===== src/hw/rtl/ppmfd_pkg.sv =====
// Shared types and constants of the PPM frame decoder.
package ppmfd_pkg;

	// event kinds
	localparam logic [1:0] EV_OVERFLOW = 2'd0;
	localparam logic [1:0] EV_CAPTURE  = 2'd1;
	localparam logic [1:0] EV_QUERY    = 2'd2;

	// configuration register indexes
	localparam logic [2:0] CFG_SYNC_MIN  = 3'd0;
	localparam logic [2:0] CFG_SYNC_MAX  = 3'd1;
	localparam logic [2:0] CFG_PULSE_MIN = 3'd2;
	localparam logic [2:0] CFG_PULSE_MAX = 3'd3;
	localparam logic [2:0] CFG_MODE_SEL  = 3'd4;

	localparam logic [15:0] RST_SYNC_MIN  = 16'd4999;
	localparam logic [15:0] RST_SYNC_MAX  = 16'd20001;
	localparam logic [15:0] RST_PULSE_MIN = 16'd899;
	localparam logic [15:0] RST_PULSE_MAX = 16'd2101;
	localparam logic [3:0]  RST_MODE_SEL  = 4'd4;

	localparam logic [15:0] NEUTRAL_WIDTH = 16'd1500;

	// flight mode thresholds
	localparam logic [15:0] FM_MANUAL_BELOW = 16'd1100;
	localparam logic [15:0] FM_STAB_ABOVE   = 16'd1400;
	localparam logic [15:0] FM_STAB_BELOW   = 16'd1600;
	localparam logic [15:0] FM_AUTO_ABOVE   = 16'd1900;

	// flight mode codes
	localparam logic [2:0] FM_RTL       = 3'd0;
	localparam logic [2:0] FM_MANUAL    = 3'd1;
	localparam logic [2:0] FM_STABILIZE = 3'd2;
	localparam logic [2:0] FM_AUTO      = 3'd3;
	localparam logic [2:0] FM_UNDEFINED = 3'd4;

	// overflow counter: saturation point and the count that voids a length
	localparam logic signed [2:0] OVF_SAT   = 3'sd3;
	localparam logic signed [2:0] OVF_LIMIT = 3'sd2;

	// channel address field, wide enough for sixteen channels
	localparam int CH_ADDR_W = 4;

	typedef struct packed {
		logic [1:0]  mode;
		logic [15:0] capture_time;
		logic [7:0]  read_channel;
	} in_item_t;

	typedef struct packed {
		logic [15:0] channel_value;
		logic [4:0]  signal_level;
		logic [2:0]  flight_mode;
		logic        frame_accepted;
	} out_item_t;

	typedef struct packed {
		logic [15:0] sync_min;
		logic [15:0] sync_max;
		logic [15:0] pulse_min;
		logic [15:0] pulse_max;
		logic [3:0]  mode_sel;
	} cfg_t;

	// frame control to width store
	typedef struct packed {
		logic                 we;
		logic                 wbank;
		logic [CH_ADDR_W-1:0] waddr;
		logic [15:0]          wdata;
		logic                 rbank;
		logic                 filled;
	} store_ctl_t;

endpackage


===== src/hw/rtl/ppm_frame_decoder.sv =====
// Top level of the PPM frame decoder: input register, frame logic, result register.
//
//  channel | handshake            | payload
//  --------+----------------------+---------------------------------------------
//  in      | in_valid / in_stall  | in_item: mode, capture_time, read_channel
//  out     | out_valid / out_stall| out_item: channel_value, signal_level,
//          |                      |   flight_mode, frame_accepted
//  cfg     | cfg_valid / cfg_ready| cfg_index (0..4), cfg_data
//
// One item per cycle sustained while the output is not stalled; an item waits in
// the input register until the result register can take it, and its result is then
// registered there; width reads come from the two-bank memory read ports.
// The frame state advances as an item leaves the input register, so the next
// item already sees it. Reset clears all control state and shows the neutral
// width on every channel until the first good frame. A stalled output holds its
// result; the input takes a new item as long as the input register can drain.
module ppm_frame_decoder #(
	parameter int NUM_CHANNELS = 8
) (
	input  logic                 clk,
	input  logic                 arst_n,
	input  logic                 in_valid,
	output logic                 in_stall,
	input  ppmfd_pkg::in_item_t  in_item,
	output logic                 out_valid,
	input  logic                 out_stall,
	output ppmfd_pkg::out_item_t out_item,
	input  logic                 cfg_valid,
	output logic                 cfg_ready,
	input  logic [2:0]           cfg_index,
	input  logic [15:0]          cfg_data
);
	import ppmfd_pkg::*;

	localparam int LVL_W = $clog2(NUM_CHANNELS + 1);

	in_item_t   item_s1;
	logic       valid_s1;
	logic       out_valid_q;
	logic [LVL_W-1:0] level_s2;
	logic       accepted_s2;

	cfg_t             cfg;
	store_ctl_t       ctl;
	logic             advance;
	logic             proc;
	logic             accepted;
	logic [LVL_W-1:0] level_next;
	logic [15:0]      channel_width;
	logic [15:0]      mode_width;
	logic [2:0]       fmode;

	// advance whenever the result register is empty or being taken
	assign advance  = !out_valid_q || !out_stall;
	assign proc     = valid_s1 && advance;
	assign in_stall = valid_s1 && !advance;

	// configuration is always writable
	assign cfg_ready = 1'b1;

	always_ff @(posedge clk or negedge arst_n) begin
		if (!arst_n) begin
			valid_s1 <= 1'b0;
		end else if (!in_stall) begin
			valid_s1 <= in_valid;
		end
	end

	always_ff @(posedge clk) begin
		if (!in_stall && in_valid)
			item_s1 <= in_item;
	end

	always_ff @(posedge clk or negedge arst_n) begin
		if (!arst_n) begin
			out_valid_q <= 1'b0;
		end else if (advance) begin
			out_valid_q <= valid_s1;
		end
	end

	always_ff @(posedge clk) begin
		if (proc) begin
			level_s2    <= level_next;
			accepted_s2 <= accepted;
		end
	end

	ppmfd_cfg_regs u_cfg (
		.clk    (clk),
		.arst_n (arst_n),
		.we     (cfg_valid && cfg_ready),
		.index  (cfg_index),
		.data   (cfg_data),
		.cfg    (cfg)
	);

	ppmfd_frame_ctrl #(
		.NUM_CHANNELS (NUM_CHANNELS),
		.LVL_W        (LVL_W)
	) u_ctrl (
		.clk        (clk),
		.arst_n     (arst_n),
		.proc       (proc),
		.item       (item_s1),
		.cfg        (cfg),
		.ctl        (ctl),
		.accepted   (accepted),
		.level_next (level_next)
	);

	ppmfd_width_store #(
		.NUM_CHANNELS (NUM_CHANNELS)
	) u_store (
		.clk           (clk),
		.arst_n        (arst_n),
		.proc          (proc),
		.ctl           (ctl),
		.read_channel  (item_s1.read_channel),
		.mode_sel      (cfg.mode_sel),
		.channel_width (channel_width),
		.mode_width    (mode_width)
	);

	// flight mode from the mode channel width; no signal forces return to launch
	always_comb begin
		if (level_s2 == '0)
			fmode = FM_RTL;
		else if (mode_width < FM_MANUAL_BELOW)
			fmode = FM_MANUAL;
		else if (mode_width > FM_STAB_ABOVE && mode_width < FM_STAB_BELOW)
			fmode = FM_STABILIZE;
		else if (mode_width > FM_AUTO_ABOVE)
			fmode = FM_AUTO;
		else
			fmode = FM_UNDEFINED;
	end

	assign out_valid               = out_valid_q;
	assign out_item.channel_value  = channel_width;
	assign out_item.signal_level   = 5'(level_s2);
	assign out_item.flight_mode    = fmode;
	assign out_item.frame_accepted = accepted_s2;

endmodule


===== src/hw/rtl/ppmfd_cfg_regs.sv =====
// Configuration registers of the PPM frame decoder.
module ppmfd_cfg_regs (
	input  logic                clk,
	input  logic                arst_n,
	input  logic                we,
	input  logic [2:0]          index,
	input  logic [15:0]         data,
	output ppmfd_pkg::cfg_t     cfg
);
	import ppmfd_pkg::*;

	cfg_t cfg_q;

	always_ff @(posedge clk or negedge arst_n) begin
		if (!arst_n) begin
			cfg_q.sync_min  <= RST_SYNC_MIN;
			cfg_q.sync_max  <= RST_SYNC_MAX;
			cfg_q.pulse_min <= RST_PULSE_MIN;
			cfg_q.pulse_max <= RST_PULSE_MAX;
			cfg_q.mode_sel  <= RST_MODE_SEL;
		end else if (we) begin
			case (index)
				CFG_SYNC_MIN:  cfg_q.sync_min  <= data;
				CFG_SYNC_MAX:  cfg_q.sync_max  <= data;
				CFG_PULSE_MIN: cfg_q.pulse_min <= data;
				CFG_PULSE_MAX: cfg_q.pulse_max <= data;
				CFG_MODE_SEL:  cfg_q.mode_sel  <= data[3:0];
				default: ;
			endcase
		end
	end

	assign cfg = cfg_q;

endmodule


===== src/hw/rtl/ppmfd_frame_ctrl.sv =====
// Pulse timing, sync search, channel counting and bank flip of the decoder.
module ppmfd_frame_ctrl #(
	parameter int NUM_CHANNELS = 8,
	parameter int LVL_W        = 4
) (
	input  logic                  clk,
	input  logic                  arst_n,
	input  logic                  proc,
	input  ppmfd_pkg::in_item_t   item,
	input  ppmfd_pkg::cfg_t       cfg,
	output ppmfd_pkg::store_ctl_t ctl,
	output logic                  accepted,
	output logic [LVL_W-1:0]      level_next
);
	import ppmfd_pkg::*;

	logic signed [2:0] ovf_q;
	logic [15:0]       prev_q;
	logic [LVL_W-1:0]  idx_q;
	logic [LVL_W-1:0]  good_q;
	logic [LVL_W-1:0]  level_q;
	logic              sel_q;
	logic              filled_q;

	logic        is_cap;
	logic        waiting;
	logic [15:0] len;
	logic        sync_ok;
	logic        pulse_ok;
	logic        frame_full;

	assign is_cap     = proc && (item.mode == EV_CAPTURE);
	assign waiting    = idx_q >= LVL_W'(NUM_CHANNELS);
	assign len        = (ovf_q < OVF_LIMIT) ? (item.capture_time - prev_q) : 16'd0;
	assign sync_ok    = (len > cfg.sync_min) && (len < cfg.sync_max);
	assign pulse_ok   = (len > cfg.pulse_min) && (len < cfg.pulse_max);
	assign frame_full = good_q == LVL_W'(NUM_CHANNELS);
	assign accepted   = is_cap && waiting && sync_ok && frame_full;

	always_ff @(posedge clk or negedge arst_n) begin
		if (!arst_n) begin
			ovf_q    <= -3'sd1;
			prev_q   <= '0;
			idx_q    <= LVL_W'(NUM_CHANNELS);
			good_q   <= '0;
			level_q  <= '0;
			sel_q    <= 1'b0;
			filled_q <= 1'b0;
		end else if (proc) begin
			case (item.mode)
				EV_OVERFLOW: begin
					if (ovf_q < OVF_SAT)
						ovf_q <= ovf_q + 3'sd1;
				end
				EV_CAPTURE: begin
					prev_q <= item.capture_time;
					ovf_q  <= 3'sd0;
					if (waiting) begin
						if (sync_ok)
							idx_q <= '0;
						if (accepted) begin
							sel_q    <= ~sel_q;
							filled_q <= 1'b1;
						end
						level_q <= good_q;
						good_q  <= '0;
					end else begin
						idx_q <= idx_q + 1'b1;
						if (pulse_ok)
							good_q <= good_q + 1'b1;
					end
				end
				default: ;
			endcase
		end
	end

	// pending lengths go to the bank that is not on display
	assign ctl.we     = is_cap && !waiting;
	assign ctl.wbank  = ~sel_q;
	assign ctl.waddr  = CH_ADDR_W'(idx_q);
	assign ctl.wdata  = len;
	assign ctl.rbank  = accepted ? ~sel_q : sel_q;
	assign ctl.filled = filled_q || accepted;

	assign level_next = (is_cap && waiting) ? good_q : level_q;

endmodule


===== src/hw/rtl/ppmfd_width_store.sv =====
// Two-bank channel width memory with registered reads for the decoder.
module ppmfd_width_store #(
	parameter int NUM_CHANNELS = 8
) (
	input  logic                  clk,
	input  logic                  arst_n,
	input  logic                  proc,
	input  ppmfd_pkg::store_ctl_t ctl,
	input  logic [7:0]            read_channel,
	input  logic [3:0]            mode_sel,
	output logic [15:0]           channel_width,
	output logic [15:0]           mode_width
);
	import ppmfd_pkg::*;

	localparam int DEPTH  = 2 * NUM_CHANNELS;
	localparam int ADDR_W = $clog2(DEPTH);
	localparam int CH_W   = (NUM_CHANNELS > 1) ? $clog2(NUM_CHANNELS) : 1;

	logic [15:0] mem [DEPTH];

	logic [15:0]       ch_rd_q;
	logic [15:0]       md_rd_q;
	logic              ch_ok_q;
	logic              md_ok_q;
	logic              ch_in;
	logic              md_in;
	logic [ADDR_W-1:0] waddr;
	logic [ADDR_W-1:0] ch_addr;
	logic [ADDR_W-1:0] md_addr;

	function automatic logic [ADDR_W-1:0] map_addr(input logic bank,
			input logic [CH_W-1:0] idx);
		map_addr = ADDR_W'(idx) + (bank ? ADDR_W'(NUM_CHANNELS) : '0);
	endfunction

	assign ch_in   = read_channel < 8'(NUM_CHANNELS);
	assign md_in   = {1'b0, mode_sel} < 5'(NUM_CHANNELS);
	assign waddr   = map_addr(ctl.wbank, ctl.waddr[CH_W-1:0]);
	assign ch_addr = map_addr(ctl.rbank, read_channel[CH_W-1:0]);
	assign md_addr = map_addr(ctl.rbank, mode_sel[CH_W-1:0]);

	always_ff @(posedge clk) begin
		if (proc && ctl.we)
			mem[waddr] <= ctl.wdata;
	end

	always_ff @(posedge clk) begin
		if (proc) begin
			ch_rd_q <= mem[ch_addr];
			md_rd_q <= mem[md_addr];
		end
	end

	// before the first good frame, or out of range, read neutral
	always_ff @(posedge clk or negedge arst_n) begin
		if (!arst_n) begin
			ch_ok_q <= 1'b0;
			md_ok_q <= 1'b0;
		end else if (proc) begin
			ch_ok_q <= ctl.filled && ch_in;
			md_ok_q <= ctl.filled && md_in;
		end
	end

	assign channel_width = ch_ok_q ? ch_rd_q : NEUTRAL_WIDTH;
	assign mode_width    = md_ok_q ? md_rd_q : NEUTRAL_WIDTH;

endmodule


===== config.mk =====
export PLATFORM = sky130hd
export DESIGN_NAME = ppm_frame_decoder
export DESIGN_NICKNAME = d
export VERILOG_FILES = /design/src/hw/rtl/ppmfd_pkg.sv /design/src/hw/rtl/ppm_frame_decoder.sv /design/src/hw/rtl/ppmfd_cfg_regs.sv /design/src/hw/rtl/ppmfd_frame_ctrl.sv /design/src/hw/rtl/ppmfd_width_store.sv
export SDC_FILE = /design/constraint.sdc
export NUM_CORES = 1
export LEC_CHECK = 0
export BUFFER_PORTS_ARGS = -buffer_cell sky130_fd_sc_hd__buf_4
export CORE_MARGIN = 2
export CORE_UTILIZATION = 61
export CTS_CLUSTER_SIZE = 24
export DETAILED_ROUTE_END_ITERATION = 8
export HOLD_SLACK_MARGIN = 0.03
export MAX_ROUTING_LAYER = met4
export PLACE_DENSITY = 0.75
export SLEW_MARGIN = 0
export SYNTH_ARGS = -nofsm -noshare
export SYNTH_HDL_FRONTEND = slang
export SYNTH_SLANG_ARGS = --single-unit

===== constraint.sdc =====
create_clock -name clk -period 12.8 [get_ports clk]
set_input_delay 0.64 -clock clk [delete_from_list [all_inputs] [get_ports clk]]
set_output_delay 0.64 -clock clk [all_outputs]
set_load 0.1 [all_outputs]

# == Word-level counts from Yosys, hierarchy flattened ==
# Memory sizes are Yosys's and may differ from the RTL's. A register that Yosys moved wholly into a read port is not among the register bits.
# Cells that the tools add are included.
# op_classes
n_addsub,7
order_cmp,13
n_eq_ne,8
muxes,19
bitwise,1
reduce_logical,37
# op_table
cell,count
two-way mux 16 bit,3
"> comparator 16 x 11 -> 1 bit, second input constant",2
> comparator 16 bit,2
"< comparator 16 x 11 -> 1 bit, second input constant",2
< comparator 16 bit,2
two-way mux 4 bit,7
subtractor 16 bit,1
two-way mux 3 bit,5
logical AND 1 bit,14
adder 3 x 4 -> 4 bit,3
AND reduction 2 bit,6
AND reduction 3 bit,4
"adder 4 x 1 -> 4 bit, second input constant",2
"< comparator 8 x 4 -> 1 bit, second input constant",1
"== test 3 x 2 -> 1 bit, second input constant",2
"< comparator 3 bit, second input constant",2
one-hot mux 3 bit (2 select lines),1
zero test 1 bit,5
"== test 4 bit, second input constant",1
">= comparator 4 bit, second input constant",1
zero test 4 bit,1
"< comparator 4 bit, second input constant",1
AND reduction 4 bit,1
nonzero test 2 bit,2
11 further kinds,14
# totals
ff_bits,136
mem_bits_rw,256
elab_cells,107
memories,1
# mem_list
name,words,width,read_ports,rd_clocked_by_memory_dff,write_ports,line,rtl
u_store.mem,16,16,2,2,1,ppmfd_width_store.sv:20,logic [15:0] mem [DEPTH];

# == Logic depth before layout (Yosys ltp) ==
# logic_depth
depth_word,10
ltp_mapped,22
mapped_depth_nobuf,20

# == Modules after synthesis ==
# From an unflattened synthesis, not the netlist that was laid out.
# unflattened
cells_unflattened,1317
hier_area_um2,20719.9
# by_module_without_submodules
module,instances,cells_each,area_per_inst_um2
ppmfd_width_store,1,630,13067.5
ppmfd_frame_ctrl,1,472,3784.9
ppmfd_cfg_regs,1,147,2646.3
ppm_frame_decoder,1,68,1221.2

# == Least setup slack after synthesis ==
# OpenSTA, ideal clock, no wires.
# synth_timing
path_kind,reg2out
from,register level_s2[1]
to,output out_item[3] (netlist name)
arrival_ps,5835
required_ps,12160
slack_ps,6325
stages_incl_launch_ff,3
cell_sequence,edfxtp_1 o41ai_1 a2111oi_0
# synth_rtl
item,line,rtl
"start, declared",ppm_frame_decoder.sv:40,logic [LVL_W-1:0] level_s2;
"start signal, assigned",ppm_frame_decoder.sv:84,level_s2 <= level_next;
"end, declared",ppm_frame_decoder.sv:27,"output ppmfd_pkg::out_item_t out_item,"

==> summary.md <==
The run finished with clean final reports. Clock latency on the worst-skew pair: 0.54 ns. Cell taking the most area after synthesis: sky130_fd_sc_hd__edfxtp_1. The tools report the via count of the first global-routing pass as 12300.

In this run the post-CTS setup repair buffer count came out at 0. The slowest stage of the critical path belongs to the cell sky130_fd_sc_hd__buf_4. Cells with a size suffix above 1 make up 26.9% of the layout. The width of the die came out at 187 um.

The worst setup path is of the register to register kind. After detailed placement, the total cell area comes to 21700 um^2. The worst setup path is captured at a register. Measured against its own limit, the worst slew margin works out to 23.0%. Global routing used 4.17% of the available met3 tracks.

The final number of setup-violating endpoints came out at 0. The most common cell in the synthesized netlist is sky130_fd_sc_hd__edfxtp_1. The final critical path takes up 50.4% of the cycle. For this design, the CTS-stage hold fixing added 0 buffers. In this run the remaining antenna-violating nets after routing total 0.

The pre-antenna-repair detailed-routing pass consisted of 5 iterations. The die is 187 um tall. The region available for standard cell placement spans 33300 um^2. The run gives 13.06 ns as the data required time at the worst endpoint. The average vias per placed instance is 6.32. In the global route stage, met2 resource usage came out at 46.6%. On the critical path the largest part of the delay comes from compound AO/OA/AOI/OAI gates. For the maximum number of pins on one net before global-route repair, the log shows 66. The min-delay analysis places its worst path in the category primary input to asynchronous set/reset pin.

Once the clock tree was built, the resizer swapped 0 gates to a different size. The first global-routing pass estimated 73500 um of wire. The number of remaining DRC errors came out at 0. The area growth from synthesis to final layout was 13.3%. The logs give 0 for the Yosys warning count and 48200 um for the aggregate routed wire length. The met1 layer usage reported by global route came out at 38.5%. The count of flip-flops with a built-in enable after synthesis is 319, and the clock skew after layout is 0.0185 ns. The logs give 64 for the count of distinct cell types in the synthesized netlist and 1484 for the synthesized netlist net count. The register clock-pin slew on the reported worst setup and hold paths is 0.06 ns.

For the number of sinks on the clock net, the log shows 424. In this run the static leakage power is 9.11 nW. Area of all placed cells without fillers: 23200 um^2. The most frequent cell on the critical path is sky130_fd_sc_hd__mux2i_1. The tools report the count of final hold-check violations as 0. For this design the top-level I/O count stands at 78. The number of buffer and inverter stages on the critical path is 1, and the count of port buffers added during placement is 75.

For this design the ratio of total power to cell area is 188 nW/um^2. Detailed routing inserted a total of 12200 vias. Counting every instance in the synthesized netlist gives 1349. The mean instance size in the synthesized netlist was 15.2 um^2. The initial antenna violation count came out at 0.

Walking the worst path, the cells encountered are ha_1 -> nor2b_1 -> o31a_1 -> or4_1 -> a31oi_1 -> o21ai_1 -> a41oi_1 -> mux2i_1 -> nand3_1 -> ha_1 -> a21oi_1 -> o41a_1 -> o211ai_2 -> a211oi_4 -> xnor2_2 -> buf_4 -> mux2i_1 -> mux2i_1. The worst setup path is launched from a register. For the finished layout, the period the worst path requires is 6.45 ns.

met2 is the most crowded layer. Ranked by total cell area, the synthesized netlist is headed by sky130_fd_sc_hd__edfxtp_1 (47%), sky130_fd_sc_hd__mux4_2 (14%), sky130_fd_sc_hd__dfrtp_1 (9.4%). The sequential share of the synthesized area is 59.8%, and the number of max-slew violations in the final report is 0. Timing would allow up to 0.155 GHz. Counting instances in the post-synthesis netlist gives the leading cell types as sky130_fd_sc_hd__edfxtp_1 (319), sky130_fd_sc_hd__mux4_2 (128), sky130_fd_sc_hd__mux2i_1 (99), sky130_fd_sc_hd__nand2_1 (99), sky130_fd_sc_hd__inv_1 (94). TritonCTS built the clock tree. Total track usage: 29.1%. The number of placement rows came out at 67. The routability congestion estimate from global placement came out at 0.838. The run gives 0.149 mV as the maximum vdd drop.

The library cell used as clock root buffer is sky130_fd_sc_hd__clkbuf_16. The arrival time at the worst endpoint came out at 6.71 ns. Once layout is complete, the utilization of the core stands at 69.7%. For the pin with the worst max-slew slack, the measured transition is 1.15 ns. Summed over its instances, the top area cell type makes up 46.8% of the synthesized netlist area. Of all nets on the critical path, the largest fanout is 65. Dividing the detail-routed wire length by the instance count gives 25.1 um.

In this design, the stage delay of the slowest critical-path cell is 0.89 ns. The worst hold-check slack is 0.113 ns, and the final HPWL from detailed placement is 29900 um. 0 antenna diodes ended up in the layout. In this run, CTS created clock tree buffers numbering 44. After synthesis the cells add up to 20500 um^2. The run gives 35100 um^2 as the floorplan die area. Setup repair after global routing left no endpoint under its margin. The initial utilization of the core area, before any placement, comes to 61.5%.

Among all flip-flop cells after synthesis, the most frequent one is sky130_fd_sc_hd__edfxtp_1. The net count of the finished layout came out at 1578. The run gives 0 as the number of max-cap violations.

Summed over all failing endpoints, the final setup total negative slack is 0 ns. The H-tree was split into 2 levels. The longest clock path from root to sink contains 3 buffers.

The tools report the leftover overflow at the end of global routing as 0. Of all flip-flops after synthesis, the portion carrying an async set or reset was 24.8%. The violation count after the first detailed-routing iteration was 1032; the count of state elements after synthesis was 424. The total of fill cells in the finished design was 2222.
path summary, 6_finish.rpt:
path                                  start                  to  slack [ns]  cells past startpoint
worst max-delay path             item_s1[9]  u_store.md_rd_q[0]        6.35                     18
worst min-delay path                 arst_n            valid_s1        0.11                      1
worst max register to register   item_s1[9]  u_store.md_rd_q[0]        6.35                     18
worst min register to register   item_s1[3]     u_store.ch_ok_q        0.48                      1
max in group asynchronous            arst_n       u_cfg.cfg[11]       11.44                      2
min in group clk                in_item[11]         item_s1[11]        0.28                      1
where the power goes:
| group | internal [mW] | switching, mW |
|---|---|---|
| Sequential | 1.77 | 0.0843 |
| Combinational | 0.453 | 0.725 |
| Clock | 0.805 | 0.519 |
| Total | 3.03 | 1.33 |
layout make-up:
type                       instances  area [um^2]  share of cell area, %
clock buffer                      54         1200                   5.17
clock inverter                    25          299                   1.29
inverter                          95          357                   1.54
multi-input combinational        768         7710                   33.2
sequential                       424        12200                   52.8
tap                              448          561                   2.42
timing repair buffer             110          826                   3.56
placed cells by master, fill, tap and decap left out, types with 6 or more instances in the layout:
cell type / count
sky130_fd_sc_hd__ha_1: 84
sky130_fd_sc_hd__xnor2_1: 6
sky130_fd_sc_hd__bufinv_16: 7
sky130_fd_sc_hd__nor2b_1: 10
sky130_fd_sc_hd__nand2_1: 99
sky130_fd_sc_hd__nand2b_1: 16
sky130_fd_sc_hd__nor2_1: 32
sky130_fd_sc_hd__and3_1: 6
sky130_fd_sc_hd__a21oi_1: 24
sky130_fd_sc_hd__clkinv_2: 14
sky130_fd_sc_hd__inv_1: 93
sky130_fd_sc_hd__edfxtp_1: 319
sky130_fd_sc_hd__nand4_1: 9
sky130_fd_sc_hd__dfstp_2: 28
sky130_fd_sc_hd__a31oi_1: 7
sky130_fd_sc_hd__buf_4: 110
sky130_fd_sc_hd__nor3_2: 8
sky130_fd_sc_hd__o21ai_0: 79
sky130_fd_sc_hd__mux2_2: 27
sky130_fd_sc_hd__nor2_2: 10
sky130_fd_sc_hd__mux2i_1: 99
sky130_fd_sc_hd__a21o_1: 13
sky130_fd_sc_hd__and2_1: 11
sky130_fd_sc_hd__mux4_2: 128
sky130_fd_sc_hd__dfrtp_1: 75
sky130_fd_sc_hd__clkbuf_16: 45
sky130_fd_sc_hd__nand3_1: 16
registers in the layout, summed over array words and instances (netlist names), 3 cells and up:
| name | count |
|---|---|
| u_cfg.cfg | 68 |
| u_store.mem | 256 |
| u_store.ch_rd_q | 16 |
| u_ctrl.good_q | 4 |
| u_ctrl.prev_q | 16 |
| item_s1 | 26 |
| level_s2 | 4 |
| u_ctrl.ovf_q | 3 |
| u_ctrl.level_q | 4 |
| u_store.md_rd_q | 16 |
| u_ctrl.idx_q | 4 |
per-layer routing:
metal | wire length, um | vias to the layer above
met1 | 19100 | 6176
met2 | 23700 | 485
met3 | 3530 | 104
li1 | - | 5386
met5 | 0 | -
met4 | 1860 | 0
kinds of logic after synthesis:
logic type	share of synthesized area, %
xor gates and xnor gates	0.385
and+or+nand+nor	5.56
AOI/OAI and AO/OA	5.45
muxes	20.4
adders and majority gates	5.23
DFF	59.8
buffers and inverters	3.18
other	0.0367
per-stage QoR:
step | worst slack [ns] | power (mW) | std cells
after floorplan | 6.33 | 2.65 | 1349
after global placement | 6.77 | 3.00 | 1845
after detailed placement | 6.47 | 3.04 | 1845
after CTS | 6.39 | 4.38 | 1924
after global routing | 5.90 | 4.58 | 1924
final | 6.35 | 4.36 | 1924
No activity file was read; power rests on OpenSTA's default activity.
